### config.mk
export PLATFORM = sky130hd
export DESIGN_NAME = outgoing_packet_capture_classifier
export DESIGN_NICKNAME = d
export VERILOG_FILES = /design/src/rtl/opcc_pkg.sv /design/src/rtl/outgoing_packet_capture_classifier.sv /design/src/rtl/opcc_ram.sv /design/src/rtl/opcc_datapath.sv /design/src/rtl/opcc_ctrl.sv
export SDC_FILE = /design/constraint.sdc
export NUM_CORES = 2
export LEC_CHECK = 0
export BUFFER_PORTS_ARGS = -buffer_cell sky130_fd_sc_hd__buf_2
export CAP_MARGIN = 20
export CORE_MARGIN = 8
export CORE_UTILIZATION = 44
export CTS_CLUSTER_DIAMETER = 150
export DETAILED_ROUTE_END_ITERATION = 16
export PLACE_DENSITY = 0.65
export SLEW_MARGIN = 20
export SYNTH_ARGS = -nofsm -noshare
export SYNTH_HDL_FRONTEND = slang
export SYNTH_SLANG_ARGS = --single-unit
export TNS_END_PERCENT = 50
### constraint.sdc
create_clock -name clk -period 12.75 [get_ports clk]
set_input_delay 0.6375 -clock clk [delete_from_list [all_inputs] [get_ports clk]]
set_output_delay 0.6375 -clock clk [all_outputs]
set_load 0.005 [all_outputs]
### src/rtl/opcc_pkg.sv
// Shared types, codes and constants of the outgoing packet capture classifier.
// Has no dependencies; every other file except opcc_ram refers to it by scoped names.
package opcc_pkg;

    // item kinds carried on s_tuser
    localparam logic [1:0] ACT_WR_IF    = 2'd0;
    localparam logic [1:0] ACT_WR_PF    = 2'd1;
    localparam logic [1:0] ACT_CLASSIFY = 2'd2;

    // verdict codes
    localparam logic [1:0] V_DROP  = 2'd0;
    localparam logic [1:0] V_IND   = 2'd1;
    localparam logic [1:0] V_MC    = 2'd2;
    localparam logic [1:0] V_WRITE = 2'd3;

    // packet qualifiers
    localparam logic [2:0]  PKT_OUTGOING = 3'd4;
    localparam logic [15:0] PROTO_IPV4   = 16'h0800;
    localparam logic [31:0] MC_LOW       = 32'he000_0000;
    localparam logic [31:0] MC_END       = 32'hf000_0000;
    localparam logic [31:0] ALL_ONES     = 32'hffff_ffff;

    // capture lengths
    localparam logic [15:0] SNAP_NONE = 16'd0;
    localparam logic [15:0] SNAP_IND  = 16'd68;
    localparam logic [15:0] SNAP_FULL = 16'd65535;

    localparam int IN_W  = 192;
    localparam int OUT_W = 24;

    // input item fields, first field in the high bits
    typedef struct packed {
        logic [31:0] pkt_saddr;
        logic [31:0] pkt_daddr;
        logic [31:0] pkt_ifindex;
        logic [15:0] pkt_protocol;
        logic [2:0]  pkt_type;
        logic [5:0]  entry_prefix_len;
        logic [31:0] entry_prefix_addr;
        logic        entry_mcast;
        logic [31:0] entry_ifindex;
        logic        entry_valid;
        logic [4:0]  slot;
    } opcc_item_t;

    // interface table word (valid kept in flip-flops)
    typedef struct packed {
        logic        mcast;
        logic [31:0] ifindex;
    } opcc_iface_t;

    // prefix table word (valid kept in flip-flops)
    typedef struct packed {
        logic [5:0]  len;
        logic [31:0] addr;
    } opcc_prefix_t;

    // controller to datapath
    typedef struct packed {
        logic       load;
        logic       scan_clear;
        logic       scan_if;
        logic       scan_pf;
        logic       emit;
        logic [1:0] verdict;
    } opcc_cmd_t;

    // datapath to controller
    typedef struct packed {
        logic pkt_ok;
        logic mc_dst;
        logic scan_done;
        logic scan_hit;
        logic hit_mcast;
        logic out_free;
    } opcc_sts_t;

    // capture length that goes with a verdict
    function automatic logic [15:0] snap_of(input logic [1:0] verdict);
        logic [15:0] snap;
        case (verdict)
            V_IND:   snap = SNAP_IND;
            V_MC:    snap = SNAP_FULL;
            default: snap = SNAP_NONE;
        endcase
        return snap;
    endfunction

endpackage

### src/rtl/outgoing_packet_capture_classifier.sv
// Top level of the outgoing packet capture classifier.
// Uses opcc_pkg, opcc_ctrl, opcc_datapath (which holds two opcc_ram tables).
//
// Each item on the slave stream either writes an interface table entry
// (s_tuser 0), writes a local prefix table entry (s_tuser 1) or classifies a
// packet (s_tuser 2); every item gives exactly one result on the master
// stream: verdict 3 for a write, otherwise drop (0), capture 68 bytes (1) or
// capture whole (2) with the matching snap length. Both tables come out of
// reset with every entry invalid and need no clearing pass. The block works
// on one item at a time. A classify drops a packet that is not outgoing IPv4
// without a scan; otherwise it walks the tables, each through its single read
// port, one entry per cycle, stopping at the first hit. A new item is accepted
// while the previous result still waits in the output register.
module outgoing_packet_capture_classifier #(
    parameter int IFACE_ENTRIES  = 16,
    parameter int PREFIX_ENTRIES = 32
) (
    input  logic                       clk,
    input  logic                       rst_n,
    input  logic                       s_tvalid,
    output logic                       s_tready,
    // slot, entry_valid, entry_ifindex, entry_mcast, entry_prefix_addr,
    // entry_prefix_len, pkt_type, pkt_protocol, pkt_ifindex, pkt_daddr, pkt_saddr
    input  logic [opcc_pkg::IN_W-1:0]  s_tdata,
    // action
    input  logic [1:0]                 s_tuser,
    output logic                       m_tvalid,
    input  logic                       m_tready,
    // verdict, snap_length, zero fill
    output logic [opcc_pkg::OUT_W-1:0] m_tdata
);

    opcc_pkg::opcc_cmd_t  cmd;
    opcc_pkg::opcc_sts_t  sts;
    opcc_pkg::opcc_item_t item;
    logic [1:0]           out_verdict;
    logic [15:0]          out_snap;

    assign item = opcc_pkg::opcc_item_t'(s_tdata);

    opcc_ctrl u_ctrl (
        .clk      (clk),
        .rst_n    (rst_n),
        .s_tvalid (s_tvalid),
        .action   (s_tuser),
        .s_tready (s_tready),
        .cmd      (cmd),
        .sts      (sts)
    );

    opcc_datapath #(
        .IFACE_ENTRIES  (IFACE_ENTRIES),
        .PREFIX_ENTRIES (PREFIX_ENTRIES)
    ) u_datapath (
        .clk         (clk),
        .rst_n       (rst_n),
        .item        (item),
        .action      (s_tuser),
        .cmd         (cmd),
        .sts         (sts),
        .m_tready    (m_tready),
        .out_valid   (m_tvalid),
        .out_verdict (out_verdict),
        .out_snap    (out_snap)
    );

    // result packing, verdict in the low bits
    assign m_tdata = {6'd0, out_snap, out_verdict};

endmodule

### src/rtl/opcc_ram.sv
// Generic single-write, single-read RAM with registered read data.
// No dependencies.
module opcc_ram #(
    parameter int WIDTH = 8,
    parameter int DEPTH = 16
) (
    input  logic                                   clk,
    input  logic                                   we,
    input  logic [(DEPTH > 1 ? $clog2(DEPTH) : 1)-1:0] waddr,
    input  logic [WIDTH-1:0]                       wdata,
    input  logic [(DEPTH > 1 ? $clog2(DEPTH) : 1)-1:0] raddr,
    output logic [WIDTH-1:0]                       rdata
);

    logic [WIDTH-1:0] mem [DEPTH];
    logic [WIDTH-1:0] rdata_reg;

    // write port and registered read port
    always_ff @(posedge clk)
    begin
        if (we)
        begin
            mem[waddr] <= wdata;
        end
        rdata_reg <= mem[raddr];
    end

    assign rdata = rdata_reg;

endmodule

### src/rtl/opcc_datapath.sv
// Datapath: item registers, both tables with their valid bits, the table
// scanner and the output register. Uses opcc_pkg and opcc_ram.
module opcc_datapath #(
    parameter int IFACE_ENTRIES  = 16,
    parameter int PREFIX_ENTRIES = 32
) (
    input  logic                   clk,
    input  logic                   rst_n,
    input  opcc_pkg::opcc_item_t   item,
    input  logic [1:0]             action,
    input  opcc_pkg::opcc_cmd_t    cmd,
    output opcc_pkg::opcc_sts_t    sts,
    input  logic                   m_tready,
    output logic                   out_valid,
    output logic [1:0]             out_verdict,
    output logic [15:0]            out_snap
);

    localparam int IF_AW  = IFACE_ENTRIES > 1 ? $clog2(IFACE_ENTRIES) : 1;
    localparam int PF_AW  = PREFIX_ENTRIES > 1 ? $clog2(PREFIX_ENTRIES) : 1;
    localparam int MAX_N  = IFACE_ENTRIES > PREFIX_ENTRIES ? IFACE_ENTRIES : PREFIX_ENTRIES;
    localparam int CNT_W  = $clog2(MAX_N + 1);
    localparam int SLOT_W = 7;

    // packet fields held for the classify
    logic [2:0]  type_reg;
    logic [15:0] proto_reg;
    logic [31:0] ifx_reg;
    logic [31:0] daddr_reg;
    logic [31:0] saddr_reg;

    // table valid bits and writes
    logic [IFACE_ENTRIES-1:0]  if_valid_reg;
    logic [PREFIX_ENTRIES-1:0] pf_valid_reg;
    logic [SLOT_W-1:0]         slot_ext;
    logic                      if_we;
    logic                      pf_we;

    // scanner
    logic [CNT_W-1:0] cnt_reg;
    logic [CNT_W-1:0] cnt_next;
    logic [CNT_W-1:0] pidx_reg;
    logic [CNT_W-1:0] pidx_next;
    logic             pend_reg;
    logic             pend_next;
    logic [CNT_W-1:0] limit;
    logic             scan_on;
    logic             issue;
    logic             match_if;
    logic             match_pf;
    logic             hit_now;

    // table read data
    logic [32:0]            if_rdata;
    logic [37:0]            pf_rdata;
    opcc_pkg::opcc_iface_t  if_rd;
    opcc_pkg::opcc_prefix_t pf_rd;
    logic [31:0]            pf_mask;

    // output register
    logic        out_valid_reg;
    logic        out_valid_next;
    logic [1:0]  verdict_reg;
    logic [15:0] snap_reg;

    // table writes happen in the cycle the item is taken
    assign slot_ext = SLOT_W'(item.slot);
    assign if_we = cmd.load && (action == opcc_pkg::ACT_WR_IF)
                   && (slot_ext < SLOT_W'(IFACE_ENTRIES));
    assign pf_we = cmd.load && (action == opcc_pkg::ACT_WR_PF)
                   && (slot_ext < SLOT_W'(PREFIX_ENTRIES));

    opcc_ram #(
        .WIDTH (33),
        .DEPTH (IFACE_ENTRIES)
    ) u_if_ram (
        .clk   (clk),
        .we    (if_we),
        .waddr (slot_ext[IF_AW-1:0]),
        .wdata ({item.entry_mcast, item.entry_ifindex}),
        .raddr (cnt_reg[IF_AW-1:0]),
        .rdata (if_rdata)
    );

    opcc_ram #(
        .WIDTH (38),
        .DEPTH (PREFIX_ENTRIES)
    ) u_pf_ram (
        .clk   (clk),
        .we    (pf_we),
        .waddr (slot_ext[PF_AW-1:0]),
        .wdata ({item.entry_prefix_len, item.entry_prefix_addr}),
        .raddr (cnt_reg[PF_AW-1:0]),
        .rdata (pf_rdata)
    );

    assign if_rd = opcc_pkg::opcc_iface_t'(if_rdata);
    assign pf_rd = opcc_pkg::opcc_prefix_t'(pf_rdata);

    // valid bits, cleared at reset
    always_ff @(posedge clk or negedge rst_n)
    begin
        if (!rst_n)
        begin
            if_valid_reg <= '0;
            pf_valid_reg <= '0;
        end
        else
        begin
            if (if_we)
            begin
                if_valid_reg[slot_ext[IF_AW-1:0]] <= item.entry_valid;
            end
            if (pf_we)
            begin
                pf_valid_reg[slot_ext[PF_AW-1:0]] <= item.entry_valid;
            end
        end
    end

    // packet field capture
    always_ff @(posedge clk)
    begin
        if (cmd.load)
        begin
            type_reg  <= item.pkt_type;
            proto_reg <= item.pkt_protocol;
            ifx_reg   <= item.pkt_ifindex;
            daddr_reg <= item.pkt_daddr;
            saddr_reg <= item.pkt_saddr;
        end
    end

    // entry compare on data read in the previous cycle;
    // a length of 32 or more leaves an all-ones mask, zero an empty one
    assign pf_mask  = ~(opcc_pkg::ALL_ONES >> pf_rd.len);
    assign match_if = pend_reg && if_valid_reg[pidx_reg[IF_AW-1:0]]
                      && (if_rd.ifindex == ifx_reg);
    assign match_pf = pend_reg && pf_valid_reg[pidx_reg[PF_AW-1:0]]
                      && (((saddr_reg ^ pf_rd.addr) & pf_mask) == 32'd0);

    // scan sequencing: one read issued per cycle, stop at the first hit
    always_comb
    begin
        scan_on   = cmd.scan_if || cmd.scan_pf;
        limit     = cmd.scan_if ? CNT_W'(IFACE_ENTRIES) : CNT_W'(PREFIX_ENTRIES);
        hit_now   = cmd.scan_if ? match_if : (cmd.scan_pf && match_pf);
        issue     = scan_on && (cnt_reg < limit) && !hit_now;
        cnt_next  = cnt_reg;
        pidx_next = pidx_reg;
        pend_next = issue;
        if (issue)
        begin
            cnt_next  = cnt_reg + CNT_W'(1);
            pidx_next = cnt_reg;
        end
        if (cmd.scan_clear)
        begin
            cnt_next  = '0;
            pend_next = 1'b0;
        end
    end

    always_ff @(posedge clk or negedge rst_n)
    begin
        if (!rst_n)
        begin
            cnt_reg  <= '0;
            pidx_reg <= '0;
            pend_reg <= 1'b0;
        end
        else
        begin
            cnt_reg  <= cnt_next;
            pidx_reg <= pidx_next;
            pend_reg <= pend_next;
        end
    end

    // output register, freed when the result is taken
    always_comb
    begin
        out_valid_next = out_valid_reg && !m_tready;
        if (cmd.emit)
        begin
            out_valid_next = 1'b1;
        end
    end

    always_ff @(posedge clk or negedge rst_n)
    begin
        if (!rst_n)
        begin
            out_valid_reg <= 1'b0;
        end
        else
        begin
            out_valid_reg <= out_valid_next;
        end
    end

    always_ff @(posedge clk)
    begin
        if (cmd.emit)
        begin
            verdict_reg <= cmd.verdict;
            snap_reg    <= opcc_pkg::snap_of(cmd.verdict);
        end
    end

    // status to the controller
    assign sts.pkt_ok    = (type_reg == opcc_pkg::PKT_OUTGOING)
                           && (proto_reg == opcc_pkg::PROTO_IPV4);
    assign sts.mc_dst    = (daddr_reg >= opcc_pkg::MC_LOW) && (daddr_reg < opcc_pkg::MC_END);
    assign sts.scan_hit  = hit_now;
    assign sts.scan_done = hit_now || ((cnt_reg >= limit) && !pend_reg);
    assign sts.hit_mcast = if_rd.mcast;
    assign sts.out_free  = !out_valid_reg || m_tready;

    assign out_valid   = out_valid_reg;
    assign out_verdict = verdict_reg;
    assign out_snap    = snap_reg;

endmodule

### src/rtl/opcc_ctrl.sv
// Controller state machine: takes items, runs the interface and prefix scans
// and decides the verdict. Uses opcc_pkg; drives opcc_datapath by commands.
module opcc_ctrl (
    input  logic                clk,
    input  logic                rst_n,
    input  logic                s_tvalid,
    input  logic [1:0]          action,
    output logic                s_tready,
    output opcc_pkg::opcc_cmd_t cmd,
    input  opcc_pkg::opcc_sts_t sts
);

    localparam logic [2:0] ST_IDLE    = 3'd0;
    localparam logic [2:0] ST_CHECK   = 3'd1;
    localparam logic [2:0] ST_IF_SCAN = 3'd2;
    localparam logic [2:0] ST_PF_SCAN = 3'd3;
    localparam logic [2:0] ST_EMIT    = 3'd4;

    logic [2:0] state_reg;
    logic [2:0] state_next;
    logic [1:0] verdict_reg;
    logic [1:0] verdict_next;
    logic       accept;

    assign s_tready = (state_reg == ST_IDLE);
    assign accept   = s_tvalid && s_tready;

    // next state and commands
    always_comb
    begin
        state_next     = state_reg;
        verdict_next   = verdict_reg;
        cmd            = '0;
        cmd.verdict    = verdict_reg;
        unique case (state_reg)
            ST_IDLE:
            begin
                if (accept)
                begin
                    cmd.load = 1'b1;
                    case (action) inside
                        opcc_pkg::ACT_WR_IF, opcc_pkg::ACT_WR_PF:
                        begin
                            verdict_next = opcc_pkg::V_WRITE;
                            state_next   = ST_EMIT;
                        end
                        opcc_pkg::ACT_CLASSIFY:
                        begin
                            state_next = ST_CHECK;
                        end
                        default:
                        begin
                            verdict_next = opcc_pkg::V_DROP;
                            state_next   = ST_EMIT;
                        end
                    endcase
                end
            end
            ST_CHECK:
            begin
                cmd.scan_clear = 1'b1;
                if (sts.pkt_ok)
                begin
                    state_next = ST_IF_SCAN;
                end
                else
                begin
                    verdict_next = opcc_pkg::V_DROP;
                    state_next   = ST_EMIT;
                end
            end
            ST_IF_SCAN:
            begin
                cmd.scan_if = 1'b1;
                if (sts.scan_done)
                begin
                    if (!sts.scan_hit)
                    begin
                        verdict_next = opcc_pkg::V_DROP;
                        state_next   = ST_EMIT;
                    end
                    else if (sts.mc_dst)
                    begin
                        verdict_next = sts.hit_mcast ? opcc_pkg::V_MC : opcc_pkg::V_DROP;
                        state_next   = ST_EMIT;
                    end
                    else
                    begin
                        cmd.scan_clear = 1'b1;
                        state_next     = ST_PF_SCAN;
                    end
                end
            end
            ST_PF_SCAN:
            begin
                cmd.scan_pf = 1'b1;
                if (sts.scan_done)
                begin
                    verdict_next = sts.scan_hit ? opcc_pkg::V_DROP : opcc_pkg::V_IND;
                    state_next   = ST_EMIT;
                end
            end
            ST_EMIT:
            begin
                if (sts.out_free)
                begin
                    cmd.emit   = 1'b1;
                    state_next = ST_IDLE;
                end
            end
            default:
            begin
                state_next = ST_IDLE;
            end
        endcase
    end

    always_ff @(posedge clk or negedge rst_n)
    begin
        if (!rst_n)
        begin
            state_reg   <= ST_IDLE;
            verdict_reg <= opcc_pkg::V_DROP;
        end
        else
        begin
            state_reg   <= state_next;
            verdict_reg <= verdict_next;
        end
    end

endmodule

==> impl_metrics.yaml <==
status:
  status: "finished, final reports clean"
setup_path:
  crit_path_end_kind: "flop"
  required_ns: 13.43
  slowest_stage: "nor2_4"
  worstPathCellList: "nor3_1 -> nand2_1 -> nor2_1 -> nand2_1 -> nor2_1 -> nand2_1 -> nor2_4 -> buf_4 -> mux2_2"
  rr_worst_depth: 9
  crit_path_max_incr_delay_ns: 0.75
  cpMostUsedCell: "nand2_1"
  crit_buf_inv: 1
  crit_arrival_ns: 4.68
  crit_type: "reg -> reg"
  crit_path_start_kind: "flop"
  cp_num_cells: 9
  cp_max_fo: 25
  crit_family: "simple AND/OR/NAND/NOR gates"
synth:
  synthArstFlopShare_pct: 3.35
  ys_ff_latch: 1972
  synth.area.mux_share_pct: 17.7
  synth_compound_area_share_pct: 0.592
  synth.avg_cell_area_um2: 23.2
  ys_seq_area_share_pct: 78.0
  synth-simple-area-share_pct: 1.81
  yosys.area_share.xor_xnor_pct: 0.775
  yosysWarnings: 0
  synthFlopType: "edfxtp_1"
  netlist_area_mm2: 0.0746
  synth_cells: 3209
  synth_cell_types: 65
  synthAdderAreaFrac_pct: 0.111
  synth_top_family_by_area: "multiplexers"
  synth_enable_flop_cells: 1835
timing:
  setup-violations-final: 0
  layout_setup_ws_ns: 8.74
  fin_setup_tns_ns: 0
  worstMarginPinSlew_ns: 1.10
  max_freq_ghz: 0.250
  skew_ns: 0.0235
  slew_headroom_pct: 26.4
  slew_violations: 0
  period_needed_ns: 4.01
  post-route-period-util_pct: 31.4
  rsz0062_at_grt: "no"
  hold_violations: 0
floorplanning:
  die_height_um: 428
  initial_core_util_pct: 44.2
  die_w_um: 428
  io_pins: 224
  core_area_mm2: 0.169
  dieArea_mm2: 0.183
  num_rows: 151
layout:
  fin_nets: 3772
  final_util_pct: 50.7
  largest_reg_flops: 1216
  area_growth_pct: 14.7
  drive_above_1_share_pct: 32.2
  nFillCells: 13051
power:
  p_comb_share_pct: 2.6
  switching_power_mw: 2.60
  vdd_drop_max_mv: 0.156
  pwr-share-seq_pct: 54.9
  internal_power_mw: 10.6
  power_per_cell_area_mw_per_mm2: 154
  pwr-share-clk_pct: 42.6
  p_leak_nw: 26.8
  power_switching_share_pct: 19.7
drt:
  avgViaCountPerCell: 5.76
  drt-pass1-iter-count: 5
  finalWirelength_um: 175000
  ant_nets: 0
  num_vias: 34327
  wl_per_cell_um: 29.4
  drtIter0Drc: 3836
  drc: 0
clocking:
  cts_resized: 0
  cts_num_sinks: 1972
  root_buffer: "clkbuf_16"
  clockBufferDepth: 3
  clk_pin_slew_ns: 0.06
  clk_latency_ns: 0.81
  htree_levels: 4
  cts_setup_buffers: 0
  hold_buffers: 73
  cts_tree: "yes"
  numCtsBuffers: 187
placement:
  pre_cts_ws_ns: 8.26
  place.gp.congestion: 0.767
  dp_hpwl_um: 89600
  portBuffers: 189
global_routing:
  grt_max_degree: 107
  grt_usage_pct: 18.9
  grt_pass1_vias: 34835
  grt_antenna_before_repair: 38
  grt_pass1_wl_um: 250000
  grt.overflow.total: 0
worst_hold_path:
  hold_class: "in -> async"
run:
  maxCapViolCount: 0
-- final cells by class --
| type | count | area [um^2] | share of cell area, % |
|---|---|---|---|
| flip-flops and latches | 1972 | 58200 | 68.0 |
| multi-input cells | 1061 | 16000 | 18.7 |
| clock buffers | 251 | 5160 | 6.02 |
| well taps | 2218 | 2780 | 3.24 |
| repair buffers | 338 | 2320 | 2.71 |
| clock inverters | 90 | 1060 | 1.24 |
| inverters | 9 | 43.8 | 0.0512 |
| diodes | 17 | 42.5 | 0.0497 |
-- synthesized netlist by cell type, types with 9 or more instances --
cell | n | area share [%]
a21oi_1 | 20 | 0.13
buf_1 | 51 | 0.26
buf_4 | 20 | 0.20
clkbuf_1 | 95 | 0.48
dfrtp_1 | 66 | 2.2
dfxtp_1 | 71 | 1.9
edfxtp_1 | 1835 | 74
inv_1 | 9 | 0.045
mux2_2 | 54 | 0.82
mux2i_1 | 19 | 0.25
mux4_2 | 549 | 17
nand2_1 | 137 | 0.69
nand2b_1 | 13 | 0.11
nand3_1 | 17 | 0.11
nor2_1 | 64 | 0.32
nor3_1 | 9 | 0.060
nor4_1 | 10 | 0.084
o21ai_0 | 12 | 0.081
xnor2_1 | 27 | 0.32
xor2_1 | 39 | 0.46
-- stage by stage --
stage | area [um^2] | power [mW] | cells | hold slack, ns
5_1_grt | 85600 | 13.6 | 5949 | 0.0109
2_1_floorplan | 74600 | 7.52 | 3214 | 0.342
6_report | 85600 | 13.2 | 5956 | 0.0339
3_3_place_gp | 78500 | 7.69 | 5521 | 0.486
4_1_cts | 85500 | 13.3 | 5937 | 0.00180
3_5_place_dp | 78600 | 7.71 | 5523 | 0.495
-- kinds of logic after synthesis --
| family | Yosys count |
|---|---|
| DFF | 1972 |
| buffers and inverters | 181 |
| and+or+nand+nor | 292 |
| xor gates and xnor gates | 66 |
| muxes | 623 |
| adders and majority gates | 7 |
| other | 1 |
| AOI/OAI and AO/OA | 67 |
-- placed cells by master, fill, tap and decap left out, drive strengths merged, types with 19 or more instances in the layout --
cell	count
mux2	55
dlygate4sd3	73
mux2i	19
dfxtp	71
nand2	137
nor2	64
xnor2	27
clkbuf	251
a21oi	20
buf	265
dfrtp	66
bufinv	24
edfxtp	1835
xor2	39
clkinv	56
mux4	549
-- worst paths after layout --
kind | startpoint | to | slack, ns
min | rst_n | u_datapath.pf_valid_reg[25] | 0.03
max reg2reg | u_ctrl.state_reg[2] | u_datapath.pf_valid_reg[1] | 8.74
max | u_ctrl.state_reg[2] | u_datapath.pf_valid_reg[1] | 8.74
min reg2reg | u_datapath.if_valid_reg[5] | u_datapath.if_valid_reg[5] | 0.50
min in group clk | s_tdata[161] | u_datapath.saddr_reg[1] | 0.06
max in group asynchronous | rst_n | u_datapath.cnt_reg[1] | 12.05
-- power groups by stage --
stage	Clock, mW	Combinational [mW]	Sequential, mW
after detailed placement	0	0.321	7.39
after CTS	5.72	0.340	7.25
after global placement	0	0.309	7.38
final	5.62	0.338	7.25
after floorplan	0	0.157	7.36
after global routing	5.95	0.367	7.25
-- metal layers --
metal | vias to the layer above | track usage (%) | share of wire [%] | wire length [um]
met3 | 270 | 3.37 | 6.5 | 11300
met1 | 18615 | 25.4 | 40 | 69500
met5 | - | 0 | 0.036 | 63
met2 | 1245 | 31.9 | 51 | 89100
li1 | 14187 | - | - | -
met4 | 10 | 6.00 | 2.8 | 4920
No activity file was read; power rests on OpenSTA's default activity.
